==> config.mk <==
export PLATFORM = sky130hd
export DESIGN_NAME = ycbcr422_to_rgb_converter_flat
export DESIGN_NICKNAME = d
export VERILOG_FILES = /design/src/sv/yc2rgb_pkg.sv /design/src/sv/yc2rgb_stream_if.sv /design/src/sv/yc2rgb_front.sv /design/src/sv/yc2rgb_fifo.sv /design/src/sv/yc2rgb_back.sv /design/src/sv/ycbcr422_to_rgb_converter.sv /design/src/flat_wrapper.sv
export VERILOG_INCLUDE_DIRS = /design/src /design/src/sv
export SDC_FILE = /design/constraint.sdc
export NUM_CORES = 1
export LEC_CHECK = 0
export BUFFER_PORTS_ARGS = -buffer_cell sky130_fd_sc_hd__buf_2
export CAP_MARGIN = 20
export CORE_ASPECT_RATIO = 1.75
export CORE_MARGIN = 2
export CORE_UTILIZATION = 64
export CTS_BUF_LIST = sky130_fd_sc_hd__clkbuf_16
export DETAILED_ROUTE_END_ITERATION = 7
export GPL_TIMING_DRIVEN = 0
export PLACE_DENSITY_LB_ADDON = 0.3
export SYNTH_ARGS = -nofsm -noshare
export SYNTH_HDL_FRONTEND = slang
export SYNTH_SLANG_ARGS = --single-unit
export TNS_END_PERCENT = 50
==> constraint.sdc <==
create_clock -name clock -period 6.4 [get_ports clock]
set_input_delay 1.28 -clock clock [delete_from_list [all_inputs] [get_ports clock]]
set_output_delay 1.28 -clock clock [all_outputs]
set_load 0.03 [all_outputs]
==> src/sv/ycbcr422_to_rgb_converter_assert.svh <==
// Assertion macros shared by the converter modules.
// Each macro takes a label, clock, reset, antecedent, consequent and message.
`ifndef YCBCR422_TO_RGB_CONVERTER_ASSERT_SVH
`define YCBCR422_TO_RGB_CONVERTER_ASSERT_SVH

`ifndef SYNTH

// Same-cycle implication.
`define YC2RGB_ASSERT_IMPLY(label, clk, rst, ante, cons, msg) \
   label: assert property (@(posedge clk) disable iff (rst) (ante) |-> (cons)) \
      else $error(msg);

// Next-cycle implication.
`define YC2RGB_ASSERT_NEXT(label, clk, rst, ante, cons, msg) \
   label: assert property (@(posedge clk) disable iff (rst) (ante) |=> (cons)) \
      else $error(msg);

`else

`define YC2RGB_ASSERT_IMPLY(label, clk, rst, ante, cons, msg)
`define YC2RGB_ASSERT_NEXT(label, clk, rst, ante, cons, msg)

`endif

`endif

==> src/sv/yc2rgb_pkg.sv <==
`default_nettype none

package yc2rgb_pkg;

   // Beat on the byte input
   typedef struct packed {
      logic [7:0] stream_byte;
   } req_type;

   // Pixel result beat
   typedef struct packed {
      logic [7:0] red;
      logic [7:0] green;
      logic [7:0] blue;
   } rgb_type;

   // One pixel's worth of components, queued between front and back
   typedef struct packed {
      logic [7:0] luma;
      logic [7:0] cb;
      logic [7:0] cr;
   } yuv_type;

   // Pixel queue geometry
   localparam int unsigned QUEUE_DEPTH = 2;
   localparam int unsigned QUEUE_AW    = $clog2(QUEUE_DEPTH);
   localparam int unsigned QUEUE_CW    = $clog2(QUEUE_DEPTH + 1);

   // BT.601 coefficients scaled by 256
   localparam logic [8:0] COEF_Y    = 9'd298;
   localparam logic [8:0] COEF_CR_R = 9'd409;
   localparam logic [6:0] COEF_CB_G = 7'd100;
   localparam logic [7:0] COEF_CR_G = 8'd208;
   localparam logic [9:0] COEF_CB_B = 10'd516;

   // Sum width and offsets with the rounding half already folded in
   localparam int unsigned SUM_W = 20;
   localparam logic signed [SUM_W-1:0] BIAS_R = -20'sd56940;
   localparam logic signed [SUM_W-1:0] BIAS_G = 20'sd34835;
   localparam logic signed [SUM_W-1:0] BIAS_B = -20'sd70742;

endpackage

`default_nettype wire

==> src/sv/yc2rgb_stream_if.sv <==
`default_nettype none

interface yc2rgb_stream_if #(
   parameter type payload_type = logic [7:0]
);
   logic        valid;
   logic        ready;
   payload_type payload;

   modport source (output valid, output payload, input ready);
   modport sink   (input valid, input payload, output ready);
endinterface

`default_nettype wire

==> src/sv/yc2rgb_front.sv <==
`default_nettype none

module yc2rgb_front (
   input  logic             clock,
   input  logic             reset,
   yc2rgb_stream_if.sink    req,
   yc2rgb_stream_if.source  pix
);

`include "ycbcr422_to_rgb_converter_assert.svh"

   localparam logic [1:0] PHASE_CB = 2'd0;
   localparam logic [1:0] PHASE_Y0 = 2'd1;
   localparam logic [1:0] PHASE_CR = 2'd2;
   localparam logic [1:0] PHASE_Y1 = 2'd3;

   logic [1:0]          phase_ff, phase_in;
   logic [7:0]          luma_ff, luma_in;
   logic [7:0]          cb_ff, cb_in;
   logic [7:0]          cr_ff, cr_in;
   logic                emit;
   logic                accept;
   logic [7:0]          in_byte;
   yc2rgb_pkg::yuv_type pix_data;

   // Cr and Y1 beats each produce one pixel
   assign emit    = (phase_ff == PHASE_CR) || (phase_ff == PHASE_Y1);
   assign in_byte = req.payload.stream_byte;

   // Only stall on beats that need queue space
   assign req.ready   = !emit || pix.ready;
   assign pix.valid   = req.valid && emit;
   assign pix.payload = pix_data;
   assign accept      = req.valid && req.ready;

   // Sort the byte by phase and assemble the pixel components
   always_comb begin
      phase_in = phase_ff;
      luma_in  = luma_ff;
      cb_in    = cb_ff;
      cr_in    = cr_ff;
      pix_data = '{luma: luma_ff, cb: cb_ff, cr: cr_ff};
      case (phase_ff)
         PHASE_CB: begin
            cb_in = in_byte;
         end
         PHASE_Y0: begin
            luma_in = in_byte;
         end
         PHASE_CR: begin
            cr_in       = in_byte;
            pix_data.cr = in_byte;
         end
         PHASE_Y1: begin
            luma_in       = in_byte;
            pix_data.luma = in_byte;
         end
         default: begin
            cb_in = cb_ff;
         end
      endcase
      if (accept) begin
         phase_in = phase_ff + 2'd1;
      end else begin
         luma_in = luma_ff;
         cb_in   = cb_ff;
         cr_in   = cr_ff;
      end
   end

   // Advance the phase
   always_ff @(posedge clock) begin
      if (reset) begin
         phase_ff <= PHASE_CB;
      end else begin
         phase_ff <= phase_in;
      end
   end

   // Hold the component bytes
   always_ff @(posedge clock) begin
      luma_ff <= luma_in;
      cb_ff   <= cb_in;
      cr_ff   <= cr_in;
   end

   `YC2RGB_ASSERT_NEXT(a_phase_step, clock, reset, accept, phase_ff == $past(phase_ff) + 2'd1, "phase did not advance on an accepted beat")
   `YC2RGB_ASSERT_IMPLY(a_emit_only_pixel_phases, clock, reset, pix.valid, req.valid && (phase_ff == PHASE_CR || phase_ff == PHASE_Y1), "pixel pushed outside Cr or Y1 phase")

endmodule

`default_nettype wire

==> src/sv/yc2rgb_fifo.sv <==
`default_nettype none

module yc2rgb_fifo (
   input  logic             clock,
   input  logic             reset,
   yc2rgb_stream_if.sink    q_in,
   yc2rgb_stream_if.source  q_out
);

`include "ycbcr422_to_rgb_converter_assert.svh"

   localparam int unsigned DEPTH = yc2rgb_pkg::QUEUE_DEPTH;
   localparam int unsigned AW    = yc2rgb_pkg::QUEUE_AW;
   localparam int unsigned CW    = yc2rgb_pkg::QUEUE_CW;

   yc2rgb_pkg::yuv_type slot_ff [DEPTH];
   logic [AW-1:0]       wr_ptr_ff, wr_ptr_in;
   logic [AW-1:0]       rd_ptr_ff, rd_ptr_in;
   logic [CW-1:0]       count_ff, count_in;
   logic                push;
   logic                pop;

   assign q_in.ready    = count_ff != CW'(DEPTH);
   assign q_out.valid   = count_ff != '0;
   assign q_out.payload = slot_ff[rd_ptr_ff];
   assign push          = q_in.valid && q_in.ready;
   assign pop           = q_out.valid && q_out.ready;

   // Advance pointers and track fill
   always_comb begin
      wr_ptr_in = push ? AW'(wr_ptr_ff + 1'b1) : wr_ptr_ff;
      rd_ptr_in = pop ? AW'(rd_ptr_ff + 1'b1) : rd_ptr_ff;
      case ({push, pop})
         2'b10:   count_in = CW'(count_ff + 1'b1);
         2'b01:   count_in = CW'(count_ff - 1'b1);
         default: count_in = count_ff;
      endcase
   end

   always_ff @(posedge clock) begin
      if (reset) begin
         wr_ptr_ff <= '0;
         rd_ptr_ff <= '0;
         count_ff  <= '0;
      end else begin
         wr_ptr_ff <= wr_ptr_in;
         rd_ptr_ff <= rd_ptr_in;
         count_ff  <= count_in;
      end
   end

   // Store the pushed beat
   always_ff @(posedge clock) begin
      if (push) begin
         slot_ff[wr_ptr_ff] <= q_in.payload;
      end
   end

   `YC2RGB_ASSERT_IMPLY(a_count_bound, clock, reset, 1'b1, count_ff <= CW'(DEPTH), "queue count beyond depth")
   `YC2RGB_ASSERT_NEXT(a_count_track, clock, reset, push && !pop, count_ff == $past(count_ff) + 1'b1, "queue count missed a push")

endmodule

`default_nettype wire

==> src/sv/yc2rgb_back.sv <==
`default_nettype none

module yc2rgb_back (
   input  logic             clock,
   input  logic             reset,
   yc2rgb_stream_if.sink    pix,
   yc2rgb_stream_if.source  rsp
);

`include "ycbcr422_to_rgb_converter_assert.svh"

   localparam int unsigned SW = yc2rgb_pkg::SUM_W;

   // Products kept between the multiply and the sum stage
   typedef struct packed {
      logic [16:0] luma;
      logic [16:0] red_cr;
      logic [16:0] green_c;
      logic [17:0] blue_cb;
   } prod_type;

   logic                adv_a, adv_b;
   logic                a_valid_ff, a_valid_in;
   logic                out_valid_ff, out_valid_in;
   prod_type            prod_ff, prod_in;
   yc2rgb_pkg::rgb_type rgb_ff, rgb_in;
   logic signed [SW-1:0] sum_r, sum_g, sum_b;

   // Round by the folded half, drop the fraction and clamp to a byte
   function automatic logic [7:0] round_clamp(input logic signed [SW-1:0] sum);
      logic [7:0] res;
      if (sum[SW-1]) begin
         res = 8'd0;
      end else if (|sum[SW-2:16]) begin
         res = 8'hFF;
      end else begin
         res = sum[15:8];
      end
      return res;
   endfunction

   // Stall handling: each stage moves when the one after it has room
   assign adv_b     = !out_valid_ff || rsp.ready;
   assign adv_a     = !a_valid_ff || adv_b;
   assign pix.ready = adv_a;

   assign rsp.valid   = out_valid_ff;
   assign rsp.payload = rgb_ff;

   // Multiply stage
   always_comb begin
      prod_in.luma    = 17'(yc2rgb_pkg::COEF_Y) * 17'(pix.payload.luma);
      prod_in.red_cr  = 17'(yc2rgb_pkg::COEF_CR_R) * 17'(pix.payload.cr);
      prod_in.green_c = 17'(yc2rgb_pkg::COEF_CB_G) * 17'(pix.payload.cb)
                      + 17'(yc2rgb_pkg::COEF_CR_G) * 17'(pix.payload.cr);
      prod_in.blue_cb = 18'(yc2rgb_pkg::COEF_CB_B) * 18'(pix.payload.cb);
      if (!(adv_a && pix.valid)) begin
         prod_in = prod_ff;
      end
      a_valid_in = adv_a ? pix.valid : a_valid_ff;
   end

   // Sum, round and clamp stage
   always_comb begin
      sum_r = $signed({3'b000, prod_ff.luma}) + $signed({3'b000, prod_ff.red_cr})
            + yc2rgb_pkg::BIAS_R;
      sum_g = $signed({3'b000, prod_ff.luma}) - $signed({3'b000, prod_ff.green_c})
            + yc2rgb_pkg::BIAS_G;
      sum_b = $signed({3'b000, prod_ff.luma}) + $signed({2'b00, prod_ff.blue_cb})
            + yc2rgb_pkg::BIAS_B;
      rgb_in = rgb_ff;
      if (adv_b && a_valid_ff) begin
         rgb_in.red   = round_clamp(sum_r);
         rgb_in.green = round_clamp(sum_g);
         rgb_in.blue  = round_clamp(sum_b);
      end
      out_valid_in = adv_b ? a_valid_ff : out_valid_ff;
   end

   always_ff @(posedge clock) begin
      if (reset) begin
         a_valid_ff   <= 1'b0;
         out_valid_ff <= 1'b0;
      end else begin
         a_valid_ff   <= a_valid_in;
         out_valid_ff <= out_valid_in;
      end
   end

   always_ff @(posedge clock) begin
      prod_ff <= prod_in;
      rgb_ff  <= rgb_in;
   end

   `YC2RGB_ASSERT_NEXT(a_stage_hold, clock, reset, a_valid_ff && !adv_b, a_valid_ff && $stable(prod_ff), "blocked product stage lost its beat")
   `YC2RGB_ASSERT_IMPLY(a_stall_cause, clock, reset, !pix.ready, a_valid_ff && out_valid_ff && !rsp.ready, "back end stalled with room to spare")

endmodule

`default_nettype wire

==> src/sv/ycbcr422_to_rgb_converter.sv <==
// Path: a pixel reaches rsp_if through the queue slot, the product register and the output register.
// Throughput: one byte beat per cycle, sustained while rsp_if stays ready; two pixels per four beats.
// The multiply and sum/clamp stages are each registered; a two-entry queue sits before them.
// Reset (synchronous, active high) sets the byte phase to Cb and empties queue and pipeline.
// Component bytes and pipeline data are not reset.
`default_nettype none

module ycbcr422_to_rgb_converter (
   input  logic             clock,
   input  logic             reset,
   yc2rgb_stream_if.sink    req_if,
   yc2rgb_stream_if.source  rsp_if
);

   yc2rgb_stream_if #(.payload_type(yc2rgb_pkg::yuv_type)) pix_push ();
   yc2rgb_stream_if #(.payload_type(yc2rgb_pkg::yuv_type)) pix_pop ();

   // Sort bytes into components
   yc2rgb_front u_front (
      .clock (clock),
      .reset (reset),
      .req   (req_if),
      .pix   (pix_push)
   );

   // Queue assembled pixels
   yc2rgb_fifo u_fifo (
      .clock (clock),
      .reset (reset),
      .q_in  (pix_push),
      .q_out (pix_pop)
   );

   // Convert to RGB
   yc2rgb_back u_back (
      .clock (clock),
      .reset (reset),
      .pix   (pix_pop),
      .rsp   (rsp_if)
   );

endmodule

`default_nettype wire

==> src/flat_wrapper.sv <==
// flat-port wrapper written by rule: the top's interface ports become plain ports
module ycbcr422_to_rgb_converter_flat 
  (clock, reset, req_if_valid, req_if_payload, req_if_ready, rsp_if_valid, rsp_if_payload, rsp_if_ready);
  yc2rgb_stream_if #(.payload_type(yc2rgb_pkg::req_type)) req_if_i ();
  yc2rgb_stream_if #(.payload_type(yc2rgb_pkg::rgb_type)) rsp_if_i ();
  input  logic clock;
  input  logic reset;
  input wire logic [$bits(req_if_i.valid)-1:0] req_if_valid;
  input wire logic [$bits(req_if_i.payload)-1:0] req_if_payload;
  output wire logic [$bits(req_if_i.ready)-1:0] req_if_ready;
  output wire logic [$bits(rsp_if_i.valid)-1:0] rsp_if_valid;
  output wire logic [$bits(rsp_if_i.payload)-1:0] rsp_if_payload;
  input wire logic [$bits(rsp_if_i.ready)-1:0] rsp_if_ready;
  assign req_if_i.valid = req_if_valid;
  assign req_if_i.payload = req_if_payload;
  assign req_if_ready = req_if_i.ready;
  assign rsp_if_valid = rsp_if_i.valid;
  assign rsp_if_payload = rsp_if_i.payload;
  assign rsp_if_i.ready = rsp_if_ready;
  ycbcr422_to_rgb_converter u_core (.clock(clock), .reset(reset), .req_if(req_if_i), .rsp_if(rsp_if_i));
endmodule
Word level (Yosys, flattened, before mapping). Memories as Yosys holds them, arrays and structs flattened. A register that Yosys moved wholly into a read port is not among the register bits. Cells that the tools add are included.

Register bits after elaboration: 122. RAM bits: 48. Bits of input ports: 12. Output and inout port bits: 26. Word-level logic and storage cells: 71. Memories kept: 1.

Add/subtract/negate cells: 12. Multiply operators: 5. Equal/unequal tests: 6. Muxes and demuxes: 10. Reduce and logical (&&, ||, !) cells: 21.

Memories: u_core.u_fifo.slot_ff (words 2, bits a word 24, read ports 1, clocked after Yosys merged registers in 1, write ports 1, line yc2rgb_fifo.sv:16) `yc2rgb_pkg::yuv_type slot_ff [DEPTH];`.

Operators with widths (number): 2-to-1 mux 8 bit (5); multiplier 8 x 8 -> 16 bit (first input constant) (2); adder 19 x 17 -> 20 bit (second input constant) (1); adder 20 x 18 -> 20 bit (second input constant) (1); adder 17 x 18 -> 19 bit (1); adder 18 x 17 -> 19 bit (second input constant) (1); adder 17 x 17 -> 18 bit (1); subtractor 17 x 17 -> 18 bit (1); adder 15 x 16 -> 17 bit (1); multiplier 9 x 8 -> 17 bit (first input constant) (1); multiplier 5 x 8 -> 13 bit (first input constant) (1); multiplier 4 x 8 -> 12 bit (first input constant) (1); OR reduction 3 bit (3); equality test 2 bit (second input constant) (3); logical AND 1 bit (5); adder 2 x 1 -> 2 bit (second input constant) (2); equality test 2 x 1 -> 1 bit (second input constant) (2); logical OR 1 bit (4); 2-to-1 mux 1 bit (4); one-hot mux 2 bit (2 select lines) (1); AND reduction 2 bit (2); nonzero test 2 bit (2); zero test 1 bit (3); adder 1 bit (second input constant) (2); other kinds (4) (4).

Longest topological paths before layout.
Word-level depth: 6. Gate-level depth with buffers: 22. Depth with buffers taken out: 20.

Hierarchy. From an unflattened synthesis, not the netlist that was laid out.

Cell total of the unflattened synthesis: 1108. Area total of the unflattened synthesis: 12490.7 um^2.

Modules (own cells, without submodules): yc2rgb_back (instances 1, cells each 948, area an instance 9437.8 um^2, seq. area each 2592.5 um^2); yc2rgb_fifo (instances 1, cells each 99, area an instance 1949.4 um^2, seq. area each 1541.5 um^2); yc2rgb_front (instances 1, cells each 61, area an instance 1103.6 um^2, seq. area each 760.7 um^2).

Worst setup path before layout. No wires, ideal clock.

Path type: input to register. Start point: in rsp_if_ready. End point: reg u_core.u_fifo.count_ff[1]. Setup time: 0.070 ns. Data arrival time: 5.596 ns. Required time: 6.330 ns. Slack: 0.734 ns. Cell stages on the path: 5. Buffers on the path: 0. Cell sequence: nor2b_1 a21oi_1 ha_1 or3_1 a21oi_1.

Longest elaborated chain between the ends: 5. Elaborated cells between the ends (all ways): 7. Classes of those cells: eq/ne (2); mux (1); reduce/logical (4).

Ends and longest elaborated chain: from (decl) (line flat_wrapper.sv:13) `input wire logic [$bits(rsp_if_i.ready)-1:0] rsp_if_ready;`; logical OR 1 bit (*) (line yc2rgb_back.sv:43) `assign adv_b = !out_valid_ff || rsp.ready;`; logical OR 1 bit (*) (line yc2rgb_back.sv:44) `assign adv_a = !a_valid_ff || adv_b;`; logical AND 1 bit (*) (line yc2rgb_fifo.sv:27) `assign pop = q_out.valid && q_out.ready;`; named net u_core.u_fifo.pop (line yc2rgb_fifo.sv:21) `logic pop;`; equality test 2 x 1 -> 1 bit or equality test 2 bit (tied branches) (line yc2rgb_fifo.sv:33) `case ({push, pop})`; one-hot mux 2 bit (2 select lines) or nonzero test 2 bit (tied branches); to (signal assigned) (line yc2rgb_fifo.sv:48) `count_ff <= count_in;`; to (decl) (line yc2rgb_fifo.sv:19) `logic [CW-1:0] count_ff, count_in;`.

Mark *: on every way through the listed nets, which the timed path passes. The rest lies on a longest branch. A chain may end at the register's enable or synchronous reset.

==> impl_results.md <==
* Synth Area in Compound Gates at 13.3%
* Hpwl dp at 19700 um
* # resized after CTS at 0
* Top-count cell post-synth: ha_1
* Met2 Use GR at 49.6%
* Setup repair bufs after CTS at 0
* Wire per inst at 17.5 um
* Post-synthesis adder-cell area fraction at a little under a quarter
* Largest net degree at the start of global routing at 34
* Remaining DRCs at 0
* Initial antenna violation count at 0
* Maxcap violations at 0
* Register-to-register setup slack at 0.81 ns
* Worst setup path category: reg2reg
* RSZ-0062 raised after global routing: no
* Gr ovfl total at 0
* Register area at around 5000 um2
* Async set or reset register ratio after synthesis at 0%
* Synth area leader: edfxtp_1
* Critical Path AT at 5.78 ns
* Post-synth EDFFs at 157
* Gate Count Post-Synth at 1127
* Gpl congestion at 0.911
* First-pass GRT wire length at 40700 um
* # fillers at 1387
* PortBufs at 36
* Clock Path Buffers at 2
* Most used DFF post-synth: edfxtp_1
* Area of the multi-input gates at 6960 um2
* Number of global-route vias before repair at 8644
* Routed Wire Length at between 20000 and 30000 um
* WHS at between 0.4 and 0.5 ns
* Global route hottest layer: met2
* CTS tree: done
* Simple-gate share of the synthesized area at 8.44%
* Register area share after synthesis at 39.3%
* Layout area overhead at 9.28%
* CORE AREA at 19100 um2
* Total vias in the final route at 8495
* Clock transition at path regs at 0.07 ns
* I/O pin total at 38
* Syn_nets at 1351
* WP data required at 6.59 ns
* Outcome: finished, final reports clean
* Post-layout min period at 5.59 ns
* Clock skew at 0.0108 ns
* Worst setup EP type: register
* # nets final at between 1000 and 1500
* Hold_buf cts at 0
* Final hold vios at 0
* DIE HEIGHT at 188 um
* Crit path max fanout at 10
* Clock Latency Late Sink at 0.44 ns
* Area share of the largest cell type after synthesis at 37.9%
* Ys Warns at 0
* Clock buffer count from CTS at 17
* Synth Area in XOR/XNOR at 6.26%
* Fin crit share at 87.4%
* Post-Syn Area per Cell at 11.0 um2
* Synth cell types at 82
* Antenna fix cells at 0
* Post-synth top cells: ha_1, edfxtp_1, inv_1, a21oi_1, nor2_1
* H-tree levels at 4
* Ratio of cells with drive above 1 in the final layout at 11.8%
* Slew Limit Fails at 0
* Routed vias/inst at 5.90
* Starting Density at 65.1%
* Worst Hold Class: reg2reg
* Synthesized area at roughly 12000 um2
* Yosys reg bits at between 150 and 200
* Worst relative slew slack at 55.1%
* Startpoint types: register
* Remaining antenna violation count after routing at 0
* Largest family of logic cells by synthesized area: adder cells
* Die area at 20600 um2
* Iter 0 DRT Violations at 382
* Worst-Margin Slew at 0.674 ns
* CTS root buf: clkbuf_16
* Design area at 13600 um2
* Row cnt at 67
* M1 GR Usage at 25.6%
* Drt first pass iters at 5
* Post-synthesis mux area share at 4.04%
* Peak Freq at 0.179 GHz
* Largest cells by area after synthesis: edfxtp_1, ha_1, fa_1
* All-Layer GR Usage at 25.7%
* Dpl cell area at 13000 um2
* Met3 global-route usage at approximately 3.8%
* Horiz. Die Dim at 109 um
* Clk sinks at ~170
* Final setup viols at 0
-- final cells by class --
cell class,count,share of cell area (%)
buffer,14,0.663
clock buffer,17,3.13
clock inverter,15,1.06
inverter,136,3.76
multi-input combinational,811,51.2
sequential,166,36.0
tap,241,2.22
timing repair buffer,41,1.95
-- cells by family after synthesis --
| group | Yosys count |
|---|---|
| XOR/XNOR | 88 |
| adder cells (fa/ha/maj) | 218 |
| buffers and inverters | 150 |
| multiplexers | 46 |
| AO/OA/AOI/OAI | 241 |
| AND/OR/NAND/NOR | 218 |
| flip-flops | 166 |
-- final timing paths --
check,from,to,cells past startpoint
min,u_core.u_front.cb_ff[6],u_core.u_fifo.slot_ff[1][14],0
min reg2reg,u_core.u_front.cb_ff[6],u_core.u_fifo.slot_ff[1][14],0
max reg2reg,register,u_core.u_back.prod_ff[50],21
max,register,u_core.u_back.prod_ff[50],21
-- metal layers --
metal	wire (um)	share of wire (%)	up-vias
li1	-	-	4198
met1	9180	36	4080
met2	14100	56	160
met3	654	2.6	57
met4	1270	5.0	0
met5	0	0	-
-- layout by cell type (no fill, tap or decap), types with 6 or more instances in the layout --
cell	instances
maj3_2	6
o211ai_1	7
clkbuf_16	17
o21ai_0	23
mux2_2	34
o21ai_1	15
buf_2	37
and3_1	7
dfxtp_1	9
nand3_1	14
a31oi_1	7
o21bai_1	20
a21o_1	22
nor2b_1	11
xnor2_1	59
nor2_1	67
xor2_1	28
ha_1	181
inv_1	136
nand2_1	57
a21oi_1	73
mux2i_1	12
nand2b_1	13
a211oi_1	13
nor3_1	16
edfxtp_1	157
clkbuf_1	6
fa_1	31
o21a_1	7
-- sequential cells by signal, summed over array words and instances, names as in the netlist, named ones only --
name / cells
u_core.u_front.cb_ff: 8
u_core.u_back.prod_ff: 61
u_core.u_front.luma_ff: 8
u_core.u_front.cr_ff: 8
u_core.u_fifo.wr_ptr_ff: 1
u_core.u_fifo.slot_ff: 48
u_core.u_fifo.count_ff: 2
u_core.u_back.a_valid_ff: 1
u_core.u_front.phase_ff: 2
u_core.u_fifo.rd_ptr_ff: 1
u_core.u_back.rsp.valid: 1
u_core.u_back.rsp.payload: 24
-- worst max-delay path, stage by stage, from the launching register on --
cell	delay (ns)
dfxtp_1	0.31
clkbuf_1	0.31
buf_1	0.57
mux2i_1	0.50
inv_1	0.29
ha_1	0.42
ha_1	0.20
inv_1	0.07
fa_1	0.41
inv_1	0.07
ha_1	0.16
inv_1	0.05
fa_1	0.40
nor2b_1	0.13
o21ai_0	0.11
a21boi_0	0.31
o21ai_1	0.11
a21boi_0	0.24
o21ai_0	0.15
a21boi_1	0.28
o21ai_0	0.11
nor3b_1	0.15
-- metrics by stage --
step           TNS [ns]  setup WS, ns  utilization (%)  instances
2_1_floorplan         0         0.734                -       1127
3_3_place_gp     -0.473        -0.339             67.6       1404
3_5_place_dp          0         0.916             68.1       1409
4_1_cts               0         0.796             71.1       1441
5_1_grt               0         0.336             71.1       1441
6_report              0         0.807             71.1       1441
Power is not shown: default switching activity piles up to over one toggle a cycle in this logic, so the estimate is an artifact.
